<file path="src/assert_macros.svh">
// assertion helper macros
`ifndef ASSERT_MACROS_SVH
`define ASSERT_MACROS_SVH
// implication checked every clock outside reset
`define ASSERT_IMPL(label, ante, cons) \
	label: assert property (@(posedge clk) disable iff (!arst_n) (ante) |-> (cons)) \
		else $error("assertion failed");
// next-cycle implication checked every clock outside reset
`define ASSERT_NEXT(label, ante, cons) \
	label: assert property (@(posedge clk) disable iff (!arst_n) (ante) |=> (cons)) \
		else $error("assertion failed");
`endif

</file>
<file path="src/ppc_pkg.sv">
// ----------------------------------------------------------------------------
// ppc_pkg
// shared types and constants of the polygon plane clipper
// ----------------------------------------------------------------------------
package ppc_pkg;
	localparam int CW = 32;
	localparam int DW = 40;
	localparam int NW = 18;
	localparam int TW = 17;
	localparam int QBITS = 16;
	localparam int EPS = 655;
	localparam int TDW = 24;
	localparam logic [2:0] REG_NX = 3'd0;
	localparam logic [2:0] REG_NY = 3'd1;
	localparam logic [2:0] REG_NZ = 3'd2;
	localparam logic [2:0] REG_OFS = 3'd3;
	localparam logic [2:0] REG_KEEP = 3'd4;

	typedef enum logic [3:0] {
		OP_NONE, OP_LOAD, OP_DIST, OP_SAVE_FIRST, OP_SAVE_PREV, OP_EDGE_SETUP,
		OP_DIV_START, OP_LERP, OP_EMIT_A, OP_EMIT_I, OP_CLOSE_SETUP, OP_EMPTY,
		OP_FLUSH_HELD
	} op_t;

	typedef struct packed {
		op_t op;
	} cmd_t;

	typedef struct packed {
		logic a_in;
		logic b_in;
		logic div_done;
		logic out_busy;
		logic held_valid;
	} sts_t;
endpackage

</file>
<file path="src/ppc_ctrl.sv">
// ----------------------------------------------------------------------------
// ppc_ctrl
// sequencer for vertex intake, edge processing and result emission
// ----------------------------------------------------------------------------
module ppc_ctrl (
	input  logic          clk,
	input  logic          arst_n,
	input  logic          s_valid,
	output logic          s_ready,
	input  logic          s_last,
	output logic          load_en,
	input  ppc_pkg::sts_t sts,
	output ppc_pkg::cmd_t cmd
);
	typedef enum logic [3:0] {
		IDLE, MUL, DIST, SORT, EDGE, CHECK, EMITA, DIVW, EMITI, FIN
	} state_t;
	state_t state_q;
	logic [1:0] seen_q;
	logic last_q, closing_q;
	logic [3:0] wait_q;

	assign s_ready = (state_q == IDLE) && (cmd.op == ppc_pkg::OP_NONE) && !sts.out_busy;
	assign load_en = s_valid && s_ready;

	always_ff @(posedge clk or negedge arst_n) begin
		if (!arst_n) begin
			state_q <= IDLE; seen_q <= '0; last_q <= 1'b0; closing_q <= 1'b0;
			wait_q <= '0; cmd <= '{op: ppc_pkg::OP_NONE};
		end else begin
			cmd.op <= ppc_pkg::OP_NONE;
			unique case (state_q)
				IDLE: if (s_valid && s_ready) begin
					cmd.op <= ppc_pkg::OP_LOAD; last_q <= s_last;
					wait_q <= 4'd4; state_q <= MUL;
				end
				MUL: if (wait_q == 4'd1) begin
					cmd.op <= ppc_pkg::OP_DIST; state_q <= SORT;
				end else wait_q <= wait_q - 4'd1;
				SORT: begin
					if (seen_q == 2'd0) begin
						cmd.op <= last_q ? ppc_pkg::OP_EMPTY : ppc_pkg::OP_SAVE_FIRST;
						seen_q <= last_q ? 2'd0 : 2'd1;
						state_q <= IDLE;
					end else if (seen_q == 2'd1 && last_q) begin
						cmd.op <= ppc_pkg::OP_EMPTY; seen_q <= 2'd0; state_q <= IDLE;
					end else begin
						cmd.op <= ppc_pkg::OP_EDGE_SETUP; closing_q <= 1'b0;
						state_q <= CHECK;
					end
				end
				CHECK: if (cmd.op == ppc_pkg::OP_NONE && !sts.out_busy) begin
					if (sts.a_in) cmd.op <= ppc_pkg::OP_EMIT_A;
					state_q <= EMITA;
				end
				EMITA: if (!sts.out_busy) begin
					if (sts.a_in != sts.b_in) begin
						cmd.op <= ppc_pkg::OP_DIV_START; state_q <= DIVW;
					end else state_q <= FIN;
				end
				DIVW: if (cmd.op == ppc_pkg::OP_NONE && sts.div_done) state_q <= EMITI;
				EMITI: if (!sts.out_busy) begin
					cmd.op <= ppc_pkg::OP_EMIT_I; state_q <= FIN;
				end
				FIN: if (cmd.op == ppc_pkg::OP_NONE && !sts.out_busy) begin
					if (last_q && !closing_q) begin
						cmd.op <= ppc_pkg::OP_CLOSE_SETUP; closing_q <= 1'b1;
						state_q <= CHECK;
					end else if (last_q) begin
						cmd.op <= sts.held_valid ? ppc_pkg::OP_FLUSH_HELD : ppc_pkg::OP_EMPTY;
						seen_q <= 2'd0; state_q <= IDLE;
					end else begin
						cmd.op <= ppc_pkg::OP_SAVE_PREV; seen_q <= 2'd2; state_q <= IDLE;
					end
				end
				default: state_q <= IDLE;
			endcase
		end
	end
endmodule

</file>
<file path="config.mk">
export PLATFORM = sky130hd
export DESIGN_NAME = ppc_ctrl
export DESIGN_NICKNAME = d
export VERILOG_FILES = /design/src/assert_macros.svh /design/src/ppc_pkg.sv /design/src/ppc_ctrl.sv
export SDC_FILE = /design/constraint.sdc
export NUM_CORES = 1
export LEC_CHECK = 0
export BUFFER_PORTS_ARGS = -buffer_cell sky130_fd_sc_hd__buf_4
export CORE_UTILIZATION = 50
export DETAILED_ROUTE_END_ITERATION = 6
export PLACE_DENSITY = 0.74
export SETUP_SLACK_MARGIN = 0.3
export SKIP_CTS_REPAIR_TIMING = 1
export SLEW_MARGIN = 15
export SYNTH_ARGS = -nofsm -noshare
export SYNTH_HDL_FRONTEND = slang
export SYNTH_SLANG_ARGS = --single-unit
export TNS_END_PERCENT = 1
</file>
<file path="constraint.sdc">
create_clock -name clk -period 2.1 [get_ports clk]
set_clock_uncertainty 0.2 [all_clocks]
set_input_delay 0.21 -clock clk [delete_from_list [all_inputs] [get_ports clk]]
set_output_delay 0.21 -clock clk [all_outputs]
set_load 0.1 [all_outputs]
</file>
* After elaboration in Yosys (flattened, before gate mapping)
Index checks and enable logic that the tools add are counted.
Word-level totals: register bits after elaboration 16, input port bits 9, output and inout port bits 6
Operators by class: $add $sub $neg 1, equality and inequality tests 23, muxes and demuxes 42, reductions and logical operators 19
Operator list (number):
- 4-bit 2-to-1 mux | 19
- 4-bit one-hot mux with 8 select lines | 1
- 4-bit one-hot mux with 7 select lines | 1
- 2-bit != test (second input constant) | 12
- 3-bit 2-to-1 mux | 6
- 4-bit by 3-bit equality test with 1-bit output (second input constant) | 3
- 2-bit 2-to-1 mux | 6
- 4-bit by 1-bit equality test with 1-bit output (second input constant) | 2
- 4-bit equality test (second input constant) | 2
- 4-bit logical NOT | 2
- 4-bit one-hot mux with 2 select lines | 1
- 1-bit logical AND | 7
- 7-bit AND reduction | 1
- 1-bit 2-to-1 mux | 6
- 5-bit AND reduction | 1
- 4-bit by 2-bit equality test with 1-bit output (second input constant) | 1
- 2-bit one-hot mux with 2 select lines | 1
- 4-bit AND reduction | 1
- 2-bit nonzero test | 2
- 4-bit by 1-bit subtractor with 4-bit output (second input constant) | 1
- 3-bit != test (second input constant) | 1
- 3-bit AND reduction | 1
- 2-bit by 1-bit equality test with 1-bit output (second input constant) | 1
- 1-bit logical NOT | 2
- other kinds (4) | 4

* Logic depth before layout (Yosys ltp)
word-level depth 6, gate-level depth with buffers 7, gate-level depth less buffers 7

* Least setup slack after synthesis
OpenSTA, ideal clock, no wires.
kind register to register, start register cmd[1] in the netlist's numbering, end register wait_q[2], library setup time 65 ps, arrival 3460 ps, path slack -1625 ps, stages on the path, launching flop included 7, buffers on the path 1, path through dfrtp_1 > or4_4 > nor3_2 > and2_1 > buf_6 > mux2_1 > o22a_1
On the way: cells in the longest elaborated chain, start to end 6
RTL lines:
- from (decl) | line ppc_ctrl.sv:13 | output ppc_pkg::cmd_t cmd
- 4-bit logical NOT | line ppc_ctrl.sv:23 | assign s_ready = (state_q == IDLE) && (cmd.op == ppc_pkg::OP_NONE) && !sts.out_busy;
- 1-bit logical AND (2 in a row) | line ppc_ctrl.sv:23
- named net s_ready | line ppc_ctrl.sv:9 | output logic s_ready,
- 1-bit logical AND
- named net load_en | line ppc_ctrl.sv:11 | output logic load_en,
- 2-bit != test (no line)
- 3-bit AND reduction (no line)
- to (signal assigned) | line ppc_ctrl.sv:39 | end else wait_q <= wait_q - 4'd1;
- to (decl) | line ppc_ctrl.sv:21 | logic [3:0] wait_q;
The timed path passes the listed nets, and every way through them passes these cells. A chain may end at the register's enable or synchronous reset.

* Final worst setup path
start register cmd[1] in the netlist's numbering, end output load_en
On the way: cells in the longest elaborated chain, start to end 4
RTL lines:
- 4-bit logical NOT | line ppc_ctrl.sv:23
- 1-bit logical AND (2 in a row) | line ppc_ctrl.sv:23
- 1-bit logical AND | line ppc_ctrl.sv:24 | assign load_en = s_valid && s_ready;
- to (decl) | line ppc_ctrl.sv:11
No other way between the ends.

==> impl_metrics.py <==
metrics = {
    "run_status": {
        "outcome": "finished with violations",
        "violations": "negative setup slack",
    },
    "die": {
        "pin_count": 15,
        "initial_core_util_pct": 53.9,
        "std_cell_rows": 16,
        "core_sq_mm": 0.00198,
        "die_h_um": 48.2,
        "die_x_um": 48.2,
        "die_area_sq_mm": 0.00233,
    },
    "detailed_routing": {
        "ant_nets": 0,
        "firstDrtPassIters": 4,
        "num_vias": 969,
        "drc": 0,
        "drt-total-wl_um": 2390,
        "first_iter_violations": 19,
        "vias_per_cell": 5.54,
        "wire_per_inst_um": 13.7,
    },
    "placement": {
        "gp_congestion": 0.847,
        "dpl_cell_area_sq_mm": 0.00128,
        "place_hpwl_um": 1750,
        "port_buffers": 14,
    },
    "power_and_ir_drop": {
        "cellLeakagePower_nw": 0.620,
        "power.density_mw_per_mm2": 1600,
        "vdd_drop_max_v": 0.000990,
    },
    "clock_tree": {
        "cts_buffers": 3,
        "clk_latency_ns": 0.28,
        "clk_path_buf_depth": 2,
        "clkTransAtPathRegs_ns": 0.09,
        "clock_sinks": 16,
        "cts_tree": "yes",
        "cts_max_level": 1,
        "cts-root-buf": "clkbuf_4",
    },
    "sta": {
        "period_share_pct": 106,
        "max_freq_mhz": 448,
        "finalHoldViolCount": 0,
        "slew_headroom_pct": 76.1,
        "fin_crit_ns": 2.23,
        "tightest_slew_ns": 0.355,
        "rsz0062_at_grt": "yes",
        "drv_slew": 0,
        "whs_ns": 0.109,
        "setup_violations": 4,
        "worst_slack_ns": -0.134,
    },
    "finish": {
        "antennaDiodeCount": 0,
        "post-route-cell-area_sq_mm": 0.00141,
        "drive_above_1_share_pct": 34.5,
        "filler_cell_count": 151,
        "area_growth_pct": 31.5,
        "seq_area_sq_um": 412,
        "final_common_cell": "buf_4",
        "fin_nets": 160,
        "multi_input_area_sq_um": 628,
        "final_cell_mix": "buf_4, dfrtp_1, nor2_1, o21ai_0, nand2_1",
    },
    "job": {
        "drv_cap": 0,
    },
    "critical_path": {
        "startpoint_type": "register",
        "crit_required_ns": 1.69,
        "path_class": "reg2out",
        "slowest_stage": "or4_4",
        "path_cells": "or4_4, nor3_4, and2_4, buf_12",
        "crit_fanout": 3,
        "cp.arrival_ns": 1.82,
        "worstSetupEndpointType": "output pin",
        "cp_slowest_stage_delay_ns": 0.56,
    },
    "synthesis": {
        "async_flop_share_pct": 100,
        "syn_area_sq_mm": 0.00107,
        "synth_adder_area_share_pct": 2.34,
        "synthMuxAreaShare_pct": 5.27,
        "synth_edf_count": 0,
        "yosysSeqAreaShare_pct": 37.5,
        "netlist_instances": 118,
        "synth_top_flop_cell": "dfrtp_1",
        "yosys.area_share.simple_pct": 29.9,
        "synth_xor_area_share_pct": 1.64,
        "synth_top_family_by_area": "simple AND/OR/NAND/NOR gates",
        "synth.distinct_cells": 41,
        "ys_seq_elements": 16,
        "syn_nets": 129,
        "yosysWarnings": 0,
        "synth_area_per_cell_sq_um": 9.06,
        "synth_compound_area_share_pct": 17.6,
    },
    "global_routing": {
        "grt_first_pass_wirelength_um": 3510,
        "grtUsageTotal_pct": 22.0,
        "gr-total-overflow": 0,
        "grt_antenna_before_repair": 0,
        "grt_pass1_vias": 866,
        "grt_start_max_net_pins": 17,
    },
    "hold_path": {
        "hold_class": "in2async",
    },
}
## metrics by stage
stage / worst slack (ns) / std cells / total power, mW / setup TNS (ns) / utilization (%)
2_1_floorplan: -0.968 / 118 / 1.58 / -6.97 / -
3_3_place_gp: 0.00789 / 165 / 1.91 / 0 / 64.4
3_5_place_dp: 0.00143 / 165 / 1.95 / 0 / 64.4
4_1_cts: -0.328 / 169 / 2.16 / -0.621 / 66.2
5_1_grt: -0.191 / 175 / 2.41 / -0.998 / 70.9
6_report: -0.134 / 175 / 2.25 / -0.404 / 70.9
## cells by family after synthesis
group / Yosys count
flops: 16
simple gates: 52
mux: 5
xor+xnor: 2
buf+inv: 12
compound gates: 29
fa+ha+maj: 2
## Yosys cell counts, drive strengths merged (2+ instances only)
library cell	count	area, sq um
o21ai	10	50.1
buf	4	32.5
nand3b	5	37.5
nor3b	3	22.5
nor4b	2	17.5
nor3	5	40.0
or4	2	22.5
nand2b	2	12.5
dfrtp	16	400
nand2	8	30.0
clkbuf	2	7.51
and2	3	18.8
nand3	5	25.0
inv	6	22.5
a21oi	5	25.0
nor2	10	37.5
o31ai	2	15.0
mux2	5	56.3
nor4	2	12.5
nor2b	3	26.3
ha	2	25.0
xnor2	2	17.5
## power by group
group	internal (mW)	switching, mW	leakage (nW)	total, mW
Sequential	0.451	0.114	0.195	0.565
Clock	0.106	0.0985	0.0210	0.204
Combinational	0.647	0.833	0.404	1.48
Total	1.20	1.05	0.620	2.25
## path summary, 6_finish.rpt
path                            startpoint          to  slack, ns  depth (start not counted)
worst max-delay path                cmd[1]     load_en      -0.13                          4
worst min-delay path                arst_n  state_q[2]       0.11                          2
worst max register to register      cmd[1]   seen_q[0]      -0.10                          5
worst min register to register   seen_q[0]   seen_q[0]       0.35                          1
max in group asynchronous           arst_n      cmd[1]       1.39                          2
min in group clk                    sts[1]      cmd[0]       0.13                          4
## final cells by class
cell class	instances	area share (%)
Sequential cell	16	29.3
Inverter	6	1.60
Clock buffer	4	2.58
Multi-Input combinational cell	90	44.7
Timing Repair Buffer	32	19.4
Tap cell	27	2.40
## sequential cells by signal, summed over array words and instances (netlist names)
| signal | count |
|---|---|
| last_q | 1 |
| wait_q | 4 |
| state_q | 4 |
| closing_q | 1 |
| seen_q | 2 |
| cmd | 4 |
## routing by layer
layer,routed length (um),vias up,global-route usage [%]
li1,-,493,-
met1,1070,452,27.8
met2,1220,20,38.4
met3,70,4,2.22
met4,26,0,8.33
met5,0,-,0
## critical path, delay by kind of cell, from the launching register on
family	cells	cell delay (ns)
simple gates	3	0.88
flops	1	0.49
buf+inv	1	0.17
Power figures use the tool's default switching activity.
